===== src/rtl/frdu_pkg.sv =====
// Package for the repair trigger decider: field widths, register indexes,
// sequencer states and the request/response words of the shared divider.
// No dependencies.
package frdu_pkg;

    localparam int WEndW    = 32;
    localparam int WLenW    = 16;
    localparam int InflW    = 16;
    localparam int LossW    = 20;
    localparam int ScaleW   = 20;
    localparam int CountW   = 16;
    localparam int LimitW   = 32;
    localparam int CfgIdxW  = 4;
    localparam int CfgDataW = 20;

    // Shared divider: left-aligned dividend, one quotient bit per cycle
    localparam int DivDW   = 52;
    localparam int DivSW   = 20;
    localparam int DivCntW = 6;

    localparam logic [DivCntW-1:0] STEPS_EXPECTED = 6'd36;
    localparam logic [DivCntW-1:0] STEPS_RATIO    = 6'd20;
    localparam logic [DivCntW-1:0] STEPS_SPREAD   = 6'd52;

    localparam logic [CfgIdxW-1:0] CFG_LOSS_GRANULARITY = 4'd0;
    localparam logic [CfgIdxW-1:0] CFG_FIXED_SCALE      = 4'd1;

    localparam logic [ScaleW-1:0] SCALE_RESET = 20'd1000000;

    typedef struct packed {
        logic [WEndW-1:0] window_end;
        logic [WLenW-1:0] window_len;
        logic [InflW-1:0] repairs_in_flight;
        logic [LossW-1:0] uniform_loss;
        logic [LossW-1:0] burst_enter_p;
        logic [LossW-1:0] burst_leave_r;
        logic             flow_blocked;
    } frdu_item_t;

    typedef struct packed {
        logic               start;
        logic [DivDW-1:0]   dividend;
        logic [DivSW-1:0]   divisor;
        logic [DivCntW-1:0] steps;
    } frdu_div_req_t;

    typedef struct packed {
        logic             busy;
        logic             done;
        logic [DivDW-1:0] quotient;
    } frdu_div_rsp_t;

    typedef enum logic [2:0] {
        S_IDLE,
        S_DIV_EXP,
        S_DIV_GAP,
        S_DIV_BURST,
        S_DIV_SPR,
        S_FINISH
    } frdu_state_t;

    // Zero acts as one wherever a value is used as a divisor
    function automatic logic [DivSW-1:0] at_least_one(input logic [DivSW-1:0] v);
        at_least_one = (v == '0) ? DivSW'(1) : v;
    endfunction

endpackage


===== src/rtl/frdu_if.sv =====
// Channel interfaces of the repair trigger decider: input item, result and
// configuration write. Depends on frdu_pkg.
interface frdu_item_if import frdu_pkg::*; ();
    logic             valid;
    logic             ready;
    logic [WEndW-1:0] window_end;
    logic [WLenW-1:0] window_len;
    logic [InflW-1:0] repairs_in_flight;
    logic [LossW-1:0] uniform_loss;
    logic [LossW-1:0] burst_enter_p;
    logic [LossW-1:0] burst_leave_r;
    logic             flow_blocked;

    modport source (
        output valid, window_end, window_len, repairs_in_flight,
               uniform_loss, burst_enter_p, burst_leave_r, flow_blocked,
        input  ready
    );
    modport sink (
        input  valid, window_end, window_len, repairs_in_flight,
               uniform_loss, burst_enter_p, burst_leave_r, flow_blocked,
        output ready
    );
endinterface

interface frdu_result_if ();
    logic valid;
    logic ready;
    logic send_repair;

    modport source (output valid, send_repair, input ready);
    modport sink (input valid, send_repair, output ready);
endinterface

interface frdu_cfg_if import frdu_pkg::*; ();
    logic                valid;
    logic                ready;
    logic [CfgIdxW-1:0]  index;
    logic [CfgDataW-1:0] data;

    modport source (output valid, index, data, input ready);
    modport sink (input valid, index, data, output ready);
endinterface


===== src/rtl/frdu_div.sv =====
// Shared restoring divider, one quotient bit per cycle.
// Depends on frdu_pkg.
module frdu_div
    import frdu_pkg::*;
(
    input  logic          clk,
    input  logic          rst_n,
    input  frdu_div_req_t req,
    output frdu_div_rsp_t rsp
);

    logic [DivDW-1:0]   quo_reg, quo_next;
    logic [DivSW-1:0]   rem_reg, rem_next;
    logic [DivSW-1:0]   dsr_reg, dsr_next;
    logic [DivCntW-1:0] cnt_reg, cnt_next;
    logic               done_reg, done_next;

    logic [DivSW:0] trial;
    logic [DivSW:0] diff;
    logic           fits;

    assign trial = {rem_reg, quo_reg[DivDW-1]};
    assign fits  = trial >= {1'b0, dsr_reg};
    assign diff  = trial - {1'b0, dsr_reg};

    always_comb
    begin
        quo_next  = quo_reg;
        rem_next  = rem_reg;
        dsr_next  = dsr_reg;
        cnt_next  = cnt_reg;
        done_next = 1'b0;
        if (req.start)
        begin
            quo_next = req.dividend;
            rem_next = '0;
            dsr_next = req.divisor;
            cnt_next = req.steps;
        end
        else if (cnt_reg != '0)
        begin
            // shift in one dividend bit, subtract where the divisor fits
            quo_next  = {quo_reg[DivDW-2:0], fits};
            rem_next  = fits ? diff[DivSW-1:0] : trial[DivSW-1:0];
            cnt_next  = cnt_reg - DivCntW'(1);
            done_next = (cnt_reg == DivCntW'(1));
        end
    end

    always_ff @(posedge clk or negedge rst_n)
    begin
        if (!rst_n)
        begin
            cnt_reg  <= '0;
            done_reg <= 1'b0;
        end
        else
        begin
            cnt_reg  <= cnt_next;
            done_reg <= done_next;
        end
    end

    always_ff @(posedge clk)
    begin
        quo_reg <= quo_next;
        rem_reg <= rem_next;
        dsr_reg <= dsr_next;
    end

    assign rsp.busy     = (cnt_reg != '0);
    assign rsp.done     = done_reg;
    assign rsp.quotient = quo_reg;

endmodule


===== src/rtl/frdu_seq.sv =====
// Sequencer of the repair trigger decider: holds the protection state,
// the shared multiplier, and steps the shared divider. Depends on frdu_pkg.
module frdu_seq
    import frdu_pkg::*;
(
    input  logic              clk,
    input  logic              rst_n,
    input  frdu_item_t        item,
    input  logic              item_valid,
    output logic              item_ready,
    input  logic [ScaleW-1:0] gran_eff,
    input  logic [ScaleW-1:0] fscale_eff,
    input  logic [ScaleW-1:0] fscale_raw,
    input  logic              res_free,
    output logic              res_load,
    output logic              res_send,
    output frdu_div_req_t     div_req,
    input  frdu_div_rsp_t     div_rsp
);

    frdu_state_t       state_reg, state_next;
    frdu_item_t        item_reg, item_next;
    logic [WEndW-1:0]  unprot_reg, unprot_next;
    logic [LossW-1:0]  burst_reg, burst_next;
    logic              send_reg, send_next;
    logic [WEndW-1:0]  mark_reg, mark_next;
    logic [CountW-1:0] rfm_reg, rfm_next;
    logic [LimitW-1:0] limit_reg, limit_next;

    // shared multiplier: expected losses on accept, spread later
    logic [WEndW-1:0] mul_a;
    logic [LossW-1:0] mul_b;
    logic [DivDW-1:0] mul_prod;

    logic [35:0]       expected;
    logic [35:0]       expected1;
    logic [36:0]       budget;
    logic              over_budget;
    logic              refuse;
    logic [WLenW-1:0]  gap;
    logic              unprot_zero;
    logic              protect;
    logic [InflW-1:0]  min_count;
    logic [DivDW-1:0]  max_term;
    logic [DivDW:0]    lim_wide;

    assign mul_a    = (state_reg == S_IDLE) ? WEndW'(item.window_len) : unprot_reg;
    assign mul_b    = (state_reg == S_IDLE) ? item.uniform_loss : item_reg.uniform_loss;
    assign mul_prod = mul_a * mul_b;

    assign unprot_zero = (unprot_reg == '0);

    assign expected    = div_rsp.quotient[35:0];
    assign expected1   = (expected == '0) ? 36'd1 : expected;
    assign budget      = {expected1, 1'b0};
    assign over_budget = {21'd0, item_reg.repairs_in_flight} >= budget;
    assign refuse      = item_reg.flow_blocked
                         ? (unprot_zero && ({16'd0, rfm_reg} >= limit_reg) && over_budget)
                         : over_budget;

    assign gap     = (div_rsp.quotient < DivDW'(item_reg.window_len))
                     ? div_rsp.quotient[WLenW-1:0] : item_reg.window_len;
    assign protect = item_reg.flow_blocked || unprot_zero
                     || (unprot_reg >= {16'd0, gap});

    assign min_count = (item_reg.repairs_in_flight < rfm_reg)
                       ? item_reg.repairs_in_flight : rfm_reg;

    assign max_term = (div_rsp.quotient > DivDW'(burst_reg))
                      ? div_rsp.quotient : DivDW'(burst_reg);
    assign lim_wide = {1'b0, max_term} + (DivDW+1)'(1);

    always_comb
    begin
        state_next  = state_reg;
        item_next   = item_reg;
        unprot_next = unprot_reg;
        burst_next  = burst_reg;
        send_next   = send_reg;
        mark_next   = mark_reg;
        rfm_next    = rfm_reg;
        limit_next  = limit_reg;
        div_req     = '0;
        item_ready  = 1'b0;
        res_load    = 1'b0;
        case (state_reg)
            S_IDLE:
            begin
                item_ready = 1'b1;
                if (item_valid)
                begin
                    item_next        = item;
                    unprot_next      = item.window_end - mark_reg;
                    div_req.start    = 1'b1;
                    div_req.dividend = {mul_prod[35:0], 16'd0};
                    div_req.divisor  = gran_eff;
                    div_req.steps    = STEPS_EXPECTED;
                    state_next       = S_DIV_EXP;
                end
            end
            S_DIV_EXP:
            begin
                if (div_rsp.done)
                begin
                    if (refuse)
                    begin
                        send_next  = 1'b0;
                        state_next = S_FINISH;
                    end
                    else
                    begin
                        div_req.start    = 1'b1;
                        div_req.dividend = {gran_eff, 32'd0};
                        div_req.divisor  = at_least_one(item_reg.burst_enter_p);
                        div_req.steps    = STEPS_RATIO;
                        state_next       = S_DIV_GAP;
                    end
                end
            end
            S_DIV_GAP:
            begin
                if (div_rsp.done)
                begin
                    if (!protect)
                    begin
                        send_next  = 1'b0;
                        state_next = S_FINISH;
                    end
                    else if (unprot_zero)
                    begin
                        // same mark: count up, or cancel at the limit
                        if (item_reg.flow_blocked || ({16'd0, min_count} < limit_reg))
                        begin
                            send_next = 1'b1;
                            if (rfm_reg != '1)
                            begin
                                rfm_next = rfm_reg + CountW'(1);
                            end
                        end
                        else
                        begin
                            send_next = 1'b0;
                        end
                        state_next = S_FINISH;
                    end
                    else if (item_reg.burst_leave_r == fscale_raw)
                    begin
                        burst_next       = '0;
                        div_req.start    = 1'b1;
                        div_req.dividend = mul_prod;
                        div_req.divisor  = fscale_eff;
                        div_req.steps    = STEPS_SPREAD;
                        state_next       = S_DIV_SPR;
                    end
                    else
                    begin
                        div_req.start    = 1'b1;
                        div_req.dividend = {gran_eff, 32'd0};
                        div_req.divisor  = at_least_one(item_reg.burst_leave_r);
                        div_req.steps    = STEPS_RATIO;
                        state_next       = S_DIV_BURST;
                    end
                end
            end
            S_DIV_BURST:
            begin
                if (div_rsp.done)
                begin
                    burst_next       = div_rsp.quotient[LossW-1:0];
                    div_req.start    = 1'b1;
                    div_req.dividend = mul_prod;
                    div_req.divisor  = fscale_eff;
                    div_req.steps    = STEPS_SPREAD;
                    state_next       = S_DIV_SPR;
                end
            end
            S_DIV_SPR:
            begin
                if (div_rsp.done)
                begin
                    // restart protection at the new window end
                    limit_next = (lim_wide[DivDW:LimitW] != '0)
                                 ? '1 : lim_wide[LimitW-1:0];
                    rfm_next   = CountW'(1);
                    mark_next  = item_reg.window_end;
                    send_next  = 1'b1;
                    state_next = S_FINISH;
                end
            end
            S_FINISH:
            begin
                if (res_free)
                begin
                    res_load   = 1'b1;
                    state_next = S_IDLE;
                end
            end
            default:
            begin
                state_next = S_IDLE;
            end
        endcase
    end

    assign res_send = send_reg;

    always_ff @(posedge clk or negedge rst_n)
    begin
        if (!rst_n)
        begin
            state_reg <= S_IDLE;
            mark_reg  <= '0;
            rfm_reg   <= '0;
            limit_reg <= '0;
        end
        else
        begin
            state_reg <= state_next;
            mark_reg  <= mark_next;
            rfm_reg   <= rfm_next;
            limit_reg <= limit_next;
        end
    end

    always_ff @(posedge clk)
    begin
        item_reg   <= item_next;
        unprot_reg <= unprot_next;
        burst_reg  <= burst_next;
        send_reg   <= send_next;
    end

`ifndef SYNTHESIS
    a_done_in_wait: assert property (@(posedge clk) disable iff (!rst_n)
        div_rsp.done |-> (state_reg == S_DIV_EXP || state_reg == S_DIV_GAP
                          || state_reg == S_DIV_BURST || state_reg == S_DIV_SPR))
        else $error("divider finished outside a wait state");

    a_no_start_busy: assert property (@(posedge clk) disable iff (!rst_n)
        div_req.start |-> !div_rsp.busy)
        else $error("divider started while busy");

    a_restart: assert property (@(posedge clk) disable iff (!rst_n)
        (state_reg == S_DIV_SPR && div_rsp.done)
        |=> (rfm_reg == CountW'(1) && mark_reg == $past(item_reg.window_end)))
        else $error("protection restart did not set count and mark");

    a_mark_hold: assert property (@(posedge clk) disable iff (!rst_n)
        !$stable(mark_reg) |-> $past(state_reg == S_DIV_SPR))
        else $error("mark changed outside a restart");
`endif

endmodule


===== src/rtl/fec_repair_trigger_decider_unit.sv =====
// Top level of the repair trigger decider: configuration registers, result
// register and channel handshakes. Depends on frdu_pkg, frdu_if, frdu_seq, frdu_div.
//
// Each input word is one send opportunity; the block answers with one result
// word whose send_repair bit says whether to emit a repair symbol now. Items
// are handled one at a time: item_in.ready is high only while the sequencer
// is idle. All divisions run one quotient bit per cycle through a single
// shared divider. An item takes one 36-bit division when the budget
// check refuses, one 36-bit and one 20-bit division for a decision on the
// current protection mark or for too few unprotected packets, one 36-bit,
// two 20-bit and one 52-bit division when protection restarts at a new
// window end, and one 36-bit, one 20-bit and one 52-bit division on a
// restart whose burst term is skipped. The result word shows up in the
// same cycle in which the next word can be taken. The finished result
// sits in an output register, so the next item is accepted while the
// previous result waits to be taken; a result that finds that register
// still full holds the sequencer until it drains.
// Registers: index 0 loss_granularity and index 1 fixed_scale, both 20 bits
// and reset to 1000000; a zero acts as one. Write them only while the block is
// idle; cfg.ready is always high and writes to other indexes are ignored.
// Protection state (mark, repair count, trigger limit) clears on reset; the
// repair count and the limit saturate.
module fec_repair_trigger_decider_unit
    import frdu_pkg::*;
(
    input  logic       clk,
    input  logic       rst_n,
    frdu_item_if.sink  item_in,
    frdu_result_if.source result_out,
    frdu_cfg_if.sink   cfg
);

    logic [ScaleW-1:0] gran_reg, gran_next;
    logic [ScaleW-1:0] fscale_reg, fscale_next;
    logic              out_valid_reg, out_valid_next;
    logic              out_send_reg, out_send_next;

    frdu_item_t    item;
    frdu_div_req_t div_req;
    frdu_div_rsp_t div_rsp;
    logic          item_ready;
    logic          res_free;
    logic          res_load;
    logic          res_send;
    logic          cfg_fire;
    logic          out_fire;

    // Pack the input word for the sequencer
    assign item.window_end        = item_in.window_end;
    assign item.window_len        = item_in.window_len;
    assign item.repairs_in_flight = item_in.repairs_in_flight;
    assign item.uniform_loss      = item_in.uniform_loss;
    assign item.burst_enter_p     = item_in.burst_enter_p;
    assign item.burst_leave_r     = item_in.burst_leave_r;
    assign item.flow_blocked      = item_in.flow_blocked;
    assign item_in.ready          = item_ready;

    // Configuration: take a write at any time, drop unknown indexes
    assign cfg.ready = 1'b1;
    assign cfg_fire  = cfg.valid && cfg.ready;

    always_comb
    begin
        gran_next   = gran_reg;
        fscale_next = fscale_reg;
        if (cfg_fire)
        begin
            case (cfg.index)
                CFG_LOSS_GRANULARITY: gran_next   = cfg.data;
                CFG_FIXED_SCALE:      fscale_next = cfg.data;
                default:              gran_next   = gran_reg;
            endcase
        end
    end

    // Result register: free when empty or being taken this cycle
    assign out_fire = out_valid_reg && result_out.ready;
    assign res_free = !out_valid_reg || result_out.ready;

    always_comb
    begin
        out_valid_next = out_valid_reg;
        out_send_next  = out_send_reg;
        if (res_load)
        begin
            out_valid_next = 1'b1;
            out_send_next  = res_send;
        end
        else if (out_fire)
        begin
            out_valid_next = 1'b0;
        end
    end

    assign result_out.valid       = out_valid_reg;
    assign result_out.send_repair = out_send_reg;

    always_ff @(posedge clk or negedge rst_n)
    begin
        if (!rst_n)
        begin
            gran_reg      <= SCALE_RESET;
            fscale_reg    <= SCALE_RESET;
            out_valid_reg <= 1'b0;
        end
        else
        begin
            gran_reg      <= gran_next;
            fscale_reg    <= fscale_next;
            out_valid_reg <= out_valid_next;
        end
    end

    always_ff @(posedge clk)
    begin
        out_send_reg <= out_send_next;
    end

    frdu_seq u_seq (
        .clk        (clk),
        .rst_n      (rst_n),
        .item       (item),
        .item_valid (item_in.valid),
        .item_ready (item_ready),
        .gran_eff   (at_least_one(gran_reg)),
        .fscale_eff (at_least_one(fscale_reg)),
        .fscale_raw (fscale_reg),
        .res_free   (res_free),
        .res_load   (res_load),
        .res_send   (res_send),
        .div_req    (div_req),
        .div_rsp    (div_rsp)
    );

    frdu_div u_div (
        .clk   (clk),
        .rst_n (rst_n),
        .req   (div_req),
        .rsp   (div_rsp)
    );

`ifndef SYNTHESIS
    a_busy_after_accept: assert property (@(posedge clk) disable iff (!rst_n)
        (item_in.valid && item_ready) |=> !item_ready)
        else $error("input taken again right after an accepted word");

    a_load_only_free: assert property (@(posedge clk) disable iff (!rst_n)
        res_load |-> res_free)
        else $error("result loaded over a pending word");

    a_no_load_while_ready: assert property (@(posedge clk) disable iff (!rst_n)
        res_load |-> !item_ready)
        else $error("result produced while idle");
`endif

endmodule

===== src/flat_wrapper.sv =====
// flat-port wrapper written by rule: the top's interface ports become plain ports
module fec_repair_trigger_decider_unit_flat import frdu_pkg::*;
  (clk, rst_n, item_in_valid, item_in_window_end, item_in_window_len, item_in_repairs_in_flight, item_in_uniform_loss, item_in_burst_enter_p, item_in_burst_leave_r, item_in_flow_blocked, item_in_ready, result_out_valid, result_out_send_repair, result_out_ready, cfg_valid, cfg_index, cfg_data, cfg_ready);
  frdu_item_if item_in_i ();
  frdu_result_if result_out_i ();
  frdu_cfg_if cfg_i ();
  input  logic clk;
  input  logic rst_n;
  input wire logic [$bits(item_in_i.valid)-1:0] item_in_valid;
  input wire logic [$bits(item_in_i.window_end)-1:0] item_in_window_end;
  input wire logic [$bits(item_in_i.window_len)-1:0] item_in_window_len;
  input wire logic [$bits(item_in_i.repairs_in_flight)-1:0] item_in_repairs_in_flight;
  input wire logic [$bits(item_in_i.uniform_loss)-1:0] item_in_uniform_loss;
  input wire logic [$bits(item_in_i.burst_enter_p)-1:0] item_in_burst_enter_p;
  input wire logic [$bits(item_in_i.burst_leave_r)-1:0] item_in_burst_leave_r;
  input wire logic [$bits(item_in_i.flow_blocked)-1:0] item_in_flow_blocked;
  output wire logic [$bits(item_in_i.ready)-1:0] item_in_ready;
  output wire logic [$bits(result_out_i.valid)-1:0] result_out_valid;
  output wire logic [$bits(result_out_i.send_repair)-1:0] result_out_send_repair;
  input wire logic [$bits(result_out_i.ready)-1:0] result_out_ready;
  input wire logic [$bits(cfg_i.valid)-1:0] cfg_valid;
  input wire logic [$bits(cfg_i.index)-1:0] cfg_index;
  input wire logic [$bits(cfg_i.data)-1:0] cfg_data;
  output wire logic [$bits(cfg_i.ready)-1:0] cfg_ready;
  assign item_in_i.valid = item_in_valid;
  assign item_in_i.window_end = item_in_window_end;
  assign item_in_i.window_len = item_in_window_len;
  assign item_in_i.repairs_in_flight = item_in_repairs_in_flight;
  assign item_in_i.uniform_loss = item_in_uniform_loss;
  assign item_in_i.burst_enter_p = item_in_burst_enter_p;
  assign item_in_i.burst_leave_r = item_in_burst_leave_r;
  assign item_in_i.flow_blocked = item_in_flow_blocked;
  assign item_in_ready = item_in_i.ready;
  assign result_out_valid = result_out_i.valid;
  assign result_out_send_repair = result_out_i.send_repair;
  assign result_out_i.ready = result_out_ready;
  assign cfg_i.valid = cfg_valid;
  assign cfg_i.index = cfg_index;
  assign cfg_i.data = cfg_data;
  assign cfg_ready = cfg_i.ready;
  fec_repair_trigger_decider_unit u_core (.clk(clk), .rst_n(rst_n), .item_in(item_in_i), .result_out(result_out_i), .cfg(cfg_i));
endmodule

===== config.mk =====
export PLATFORM = sky130hd
export DESIGN_NAME = fec_repair_trigger_decider_unit_flat
export DESIGN_NICKNAME = d
export VERILOG_FILES = /design/src/rtl/frdu_pkg.sv /design/src/rtl/frdu_if.sv /design/src/rtl/frdu_div.sv /design/src/rtl/frdu_seq.sv /design/src/rtl/fec_repair_trigger_decider_unit.sv /design/src/flat_wrapper.sv
export SDC_FILE = /design/constraint.sdc
export NUM_CORES = 2
export LEC_CHECK = 0
export BUFFER_PORTS_ARGS = -buffer_cell sky130_fd_sc_hd__buf_2
export CORE_UTILIZATION = 45
export DETAILED_ROUTE_END_ITERATION = 12
export SLEW_MARGIN = 5
export SYNTH_ARGS = -nofsm -noshare
export SYNTH_HDL_FRONTEND = slang
export SYNTH_SLANG_ARGS = --single-unit
export TNS_END_PERCENT = 50

===== constraint.sdc =====
create_clock -name clk -period 9.22 [get_ports clk]
set_input_delay 0.922 -clock clk [delete_from_list [all_inputs] [get_ports clk]]
set_output_delay 0.922 -clock clk [all_outputs]
set_load 0.005 [all_outputs]

# Word level (Yosys, flattened, before mapping)
# Cells that the tools add are included.
[op_classes]
addsub = 5
multipliers = 1
n_lt_le_gt_ge = 8
n_eq_ne = 23
mux = 65
reduce_logical = 31
[ops]
columns = ["cell", "n"]
rows = [
  ["two-way mux 79 bit", 7],
  ["case mux 79 bit (4 select lines)", 1],
  ["two-way mux 20 bit", 11],
  ["two-way mux 52 bit", 3],
  ["two-way mux 16 bit", 8],
  ["zero test 20 bit", 4],
  ["two-way mux 78 bit", 1],
  ["two-way mux 32 bit", 2],
  ["adder 52 x 1 -> 53 bit, second input constant", 1],
  ["> comparator 52 x 20 -> 1 bit", 1],
  ["less-than comparator 52 x 16 -> 1 bit", 1],
  ["multiplier 32 x 20 -> 52 bit", 1],
  ["case mux 20 bit (2 select lines)", 1],
  ["greater-or-equal comparator 16 x 37 -> 1 bit", 1],
  ["zero test 36 bit", 1],
  ["two-way mux 36 bit", 1],
  ["greater-or-equal comparator 16 x 32 -> 1 bit", 1],
  ["greater-or-equal comparator 32 x 16 -> 1 bit", 1],
  ["zero test 32 bit", 1],
  ["less-than comparator 16 x 32 -> 1 bit", 1],
  ["case mux 16 bit (2 select lines)", 1],
  ["subtractor 32 bit", 1],
  ["two-way mux 3 bit", 10],
  ["!= test 2 bit, second input constant", 12],
  ["other kinds (30)", 60],
]
[totals]
ff_bits = 402
in_bits = 154
output_inout_bits = 4
elab_cells = 156

# Logic depth before layout (Yosys ltp)
[depth]
depth_word = 9
ltp_mapped = 36
ltp_nobuf = 32

# Cells and area by module
# Synthesis repeated with hierarchy kept, for this count alone.
[hier_totals]
cells_unflattened = 4834
hier_area_um2 = 44998.2
[modules_own_cells]
columns = ["mod", "n_inst", "cells_each", "area_each_um2", "seq_area_each_um2"]
rows = [
  ["frdu_seq", 1, 4209, 37624.8, 7422.1],
  ["frdu_div", 1, 480, 5461.5, 2737.6],
  ["fec_repair_trigger_decider_unit", 1, 145, 1911.8, 1073.5],
]

# Worst setup path after synthesis
# No wires, ideal clock.
[synth_timing]
kind = "register -> register"
start = "register u_core.u_seq.state_reg[0]"
end = "register u_core.u_div.quo_reg[44] (data pin)"
setup_ps = 261
arrival_time_ps = 8677
required_time_ps = 8959
setup_slack_ps = 283
path_stages_with_launch = 35
path_buffers = 4
synth_period_minus_slack_ps = 8937
cell_sequence = "dfrtp_1 > clkbuf_1 > clkinv_1 > nand3_1 > clkinv_1 > clkbuf_1 > buf_1 > a21oi_1 > clkbuf_1 > nor2_1 > fa_1 > fa_1 > inv_1 > fa_1 > inv_1 > fa_1 > inv_1 > fa_1 > inv_1 > fa_1 > inv_1 > fa_1 > inv_1 > ha_1 > nand3_1 > a21oi_1 > a311o_1 > o21ai_0 > a31oi_1 > a31o_2 > a21boi_0 > o21bai_1 > xnor2_1 > nor2_1 > o32a_1"
[synth_via]
elab_chain_cells = 9
elab_cells_between_ends = 15
classes_between = "1 x mul; 3 x eq/ne; 10 x mux; 1 x reduce/logical"
[synth_lines]
columns = ["item", "line_no", "text"]
rows = [
  ["start, declared", "frdu_seq.sv:21", "frdu_state_t state_reg, state_next;"],
  ["start signal, assigned", "frdu_seq.sv:218", "state_reg <= state_next;"],
  ["zero test 3 bit", "frdu_seq.sv:47, frdu_seq.sv:48, frdu_seq.sv:86", ""],
  ["two-way mux 32 bit / two-way mux 20 bit (equally long branches)", "frdu_seq.sv:47, frdu_seq.sv:48", ""],
  ["multiplier 32 x 20 -> 52 bit", "frdu_seq.sv:49", "assign mul_prod = mul_a * mul_b;"],
  ["two-way mux 78 bit", "frdu_seq.sv:146", "else if (item_reg.burst_leave_r == fscale_raw)"],
  ["two-way mux 79 bit", "frdu_seq.sv:129", "else if (unprot_zero)"],
  ["two-way mux 79 bit", "frdu_seq.sv:124", "if (!protect)"],
  ["two-way mux 79 bit", "frdu_seq.sv:122", "if (div_rsp.done)"],
  ["case mux 79 bit (4 select lines) (*)", "frdu_seq.sv:86", "case (state_reg)"],
  ["two-way mux 52 bit (*)", "frdu_div.sv:33", "if (req.start)"],
  ["via u_core.u_div.quo_next[44]", "frdu_div.sv:12", "logic [DivDW-1:0] quo_reg, quo_next;"],
  ["end signal, assigned", "frdu_div.sv:66", "quo_reg <= quo_next;"],
  ["end, declared", "frdu_div.sv:12", ""],
]
# The timed path passes the listed nets; every way through them passes the cells marked *.
# A chain may end at the register's enable or synchronous reset.

# Worst setup path in the final report
[layout_timing]
start = "register u_core.u_seq.state_reg[1]"
end = "register u_core.u_div.quo_reg[44] (data pin)"
# Same word-level chain as after synthesis.

==> impl_metrics.yaml <==
worst_setup_path:
  critical_path_arrival_ns: 9.17
  startpoint_type: "flip-flop"
  slowest_delay_ns: 0.55
  end_kind: "flip-flop"
  crit_path_frequent_cell: "fa_1"
  worst-path-max-fanout: 22
  cp_slowest_cell: "fa_1"
  cp_data_required_time_ns: 9.62
  crit_type: "flip-flop to flip-flop"
synthesis:
  synth-seq-cells: 402
  yosys.area.top_type: "fa_1"
  synth_cells: 4703
  synth_area_leaders: "fa_1, edfxtp_1, ha_1"
  synth_cell_types: 92
  synth_top_cell_area_share: 0.246
  synth_area_per_cell_um2: 9.30
  netlist_area_um2: 43700
  ys_warn_count: 0
  synth_ff_type: "edfxtp_1"
  ys_seq_area_frac: 0.257
  synth_edf_count: 251
  synth_nets: 5724
  ys_async_sr_fraction: 0.326
detailed_routing:
  finalWirelength_mm: 139
  via_per_inst: 5.62
  drt_iter0_markers: 3080
  route.detailed.drc: 0
  drtAntennaViolNets: 0
  wl_per_cell_um: 22.5
  drt_first_pass_iters: 7
  routed-via-count: 34700
timing:
  fin_setup_tns_ns: 0
  finalCritPeriodShare: 0.951
  drv_slew: 0
  final.min_clock_period_ns: 8.77
  worst_slack_ns: 0.448
  fmax_mhz: 114
  final.setup_skew_ns: 0.0429
  setup_viol: 0
  maxSlewHeadroom: 0.206
  worstMarginPinSlew_ns: 1.19
  grt_setup_unrepaired: "no"
  hold_viol_final: 0
clocking:
  htreeDepth: 2
  cts.hold.buffers_added: 0
  cts.sinks: 402
  numCtsBuffers: 50
  insertion_delay_ns: 0.66
  cts_tree: "yes"
  path_clk_slew_ns: 0.06
  post-cts-setup-buffers: 0
  root_buffer: "clkbuf_16"
  clk_path_buf_depth: 3
grt:
  grt_pass1_vias: 34900
  grt_start_max_net_pins: 92
  grt_usage: 0.285
  antenna_found_initial: 4
  overflow: 0
  grt_pass1_wl_mm: 214
placed_design:
  routabilityCongestion: 0.958
  dp.cells: 6065
  hpwl_mm: 110
  pre_cts_ws_ns: 0.0987
  io_buffers: 156
power_and_ir_drop:
  ir_worst_vdd_mv: 0.146
  clock_power_share: 0.480
  powerDensity_nw_per_um2: 89.3
  intPower_w: 0.00324
  p_sw_frac: 0.247
  switchingPower_w: 0.00106
  seq_power_share: 0.473
  p_comb_frac: 0.048
  p_leak_nw: 23.3
final_layout:
  largest_reg_flops: 125
  final_common_cell: "inv_1"
  instances_no_fill: 6162
  syn_to_final_growth_pct: 10.2
  fin_nets: 5873
  final_cell_mix: "inv_1, nand2_1, fa_1, ha_1, nor2_1"
  drive_gt1_frac: 0.105
  fin_util: 0.504
  fillers: 9088
die:
  ios: 158
  row_count: 113
  core_area_um2: 95600
  die_h_um: 314
  die_area_um2: 98400
  die_w_um: 314
  start_util: 0.458
hold_path:
  worst_hold_path_type: "primary input to async pin"
outcome:
  status: "complete, no violations"
job:
  maxCapViolCount: 0
-- stage by stage --
step	cell area [µm²]	power (W)	hold WS (ns)
2_1_floorplan	43700	0.00215	0.400
3_3_place_gp	46400	0.00227	0.406
3_5_place_dp	46400	0.00227	0.414
4_1_cts	48100	0.00435	0.266
5_1_grt	48200	0.00444	0.306
6_report	48200	0.00431	0.270
-- metal layers --
metal | GRT usage | vias to the layer above | share of wire
met5 | 0 | - | 0.000094
met4 | 0.106 | 2 | 0.041
met3 | 0.0470 | 247 | 0.071
met2 | 0.456 | 1247 | 0.46
met1 | 0.389 | 17300 | 0.43
li1 | - | 15900 | -
-- power by group through the flow --
stage | registers (W) | logic, W | clock network [W]
finish | 0.00203 | 0.000206 | 0.00206
global route | 0.00204 | 0.000227 | 0.00218
CTS | 0.00203 | 0.000207 | 0.00211
global placement | 0.00207 | 0.000204 | 0
detailed placement | 0.00207 | 0.000206 | 0
floorplan | 0.00203 | 0.000114 | 0
-- worst max-delay path: cells and delay by family, from the launching register on --
family / cells / cell delay, ns
adders and majority gates: 8 / 3.85
AOI/OAI and AO/OA: 9 / 2.31
buffers and inverters: 11 / 1.40
and+or+nand+nor: 4 / 0.42
DFF: 1 / 0.40
xor gates and xnor gates: 1 / 0.14
-- what timing repair did --
item                                   4_1_cts  5_1_grt
endpoints found under the hold margin        0        0
resized for setup                            0       19
setup endpoints to repair                    0       23
-- synthesized netlist by cell type, types with 13 or more instances --
library cell  number
a211oi_1          18
a21o_1            75
a21oi_1          202
a222oi_1          24
a22oi_1           21
a31oi_1           17
and2_1            19
and3_1           126
clkbuf_1         174
dfrtp_1          117
dfstp_2           14
dfxtp_1           20
edfxtp_1         251
fa_1             538
ha_1             329
inv_1            794
mux2_2            60
mux2i_1           50
nand2_1          609
nand2b_1          26
nand3_1           78
nand4_1           54
nor2_1           323
nor2b_1           47
nor3_1            65
nor4_1            55
o211ai_1          17
o21a_1            22
o21ai_0          182
o31ai_1           14
or2_2             13
or3_1             18
xnor2_1           94
xor2_1            53
-- cell type report --
| type | instances | area [µm²] | area share |
|---|---|---|---|
| diodes | 3 | 7.51 | 0.000156 |
| clock buffers | 58 | 1310 | 0.0272 |
| flip-flops and latches | 402 | 11200 | 0.233 |
| inverters | 800 | 3010 | 0.0625 |
| repair buffers | 295 | 1840 | 0.0382 |
| multi-input cells | 3303 | 28800 | 0.598 |
| clock inverters | 36 | 390 | 0.00810 |
| well taps | 1265 | 1580 | 0.0328 |
-- kinds of logic (layout without fill, tap and decap cells) --
kind of cell | count (synthesis) | after routing | synth area share
other | 1 | 4 | 0.0000857
adders and majority gates | 867 | 867 | 0.340
DFF | 402 | 402 | 0.257
xor gates and xnor gates | 147 | 147 | 0.0294
muxes | 112 | 112 | 0.0278
and+or+nand+nor | 1464 | 1464 | 0.154
buffers and inverters | 998 | 1189 | 0.0871
AOI/OAI and AO/OA | 712 | 712 | 0.105
-- final timing paths --
check | start | to | slack [ns] | cells past startpoint
min in group clk | u_core.u_seq.item_reg[122]$_DFFE_PP_ | u_core.u_seq.mark_reg[29]$_DFFE_PN0P_ | 0.42 | 2
hold / removal | rst_n | u_core.u_seq.rfm_reg[5]$_DFFE_PN0P_ | 0.27 | 1
setup reg to reg | u_core.u_seq.state_reg[1]$_DFFE_PN0P_ | u_core.u_div.quo_reg[44]$_DFFE_PP_ | 0.45 | 33
max in group asynchronous | rst_n | u_core.u_seq.mark_reg[26]$_DFFE_PN0P_ | 7.53 | 2
hold reg to reg | u_core.u_seq.item_reg[122]$_DFFE_PP_ | u_core.u_seq.mark_reg[29]$_DFFE_PN0P_ | 0.42 | 2
setup / recovery | u_core.u_seq.state_reg[1]$_DFFE_PN0P_ | u_core.u_div.quo_reg[44]$_DFFE_PP_ | 0.45 | 33
Power figures use the tool's default switching activity.
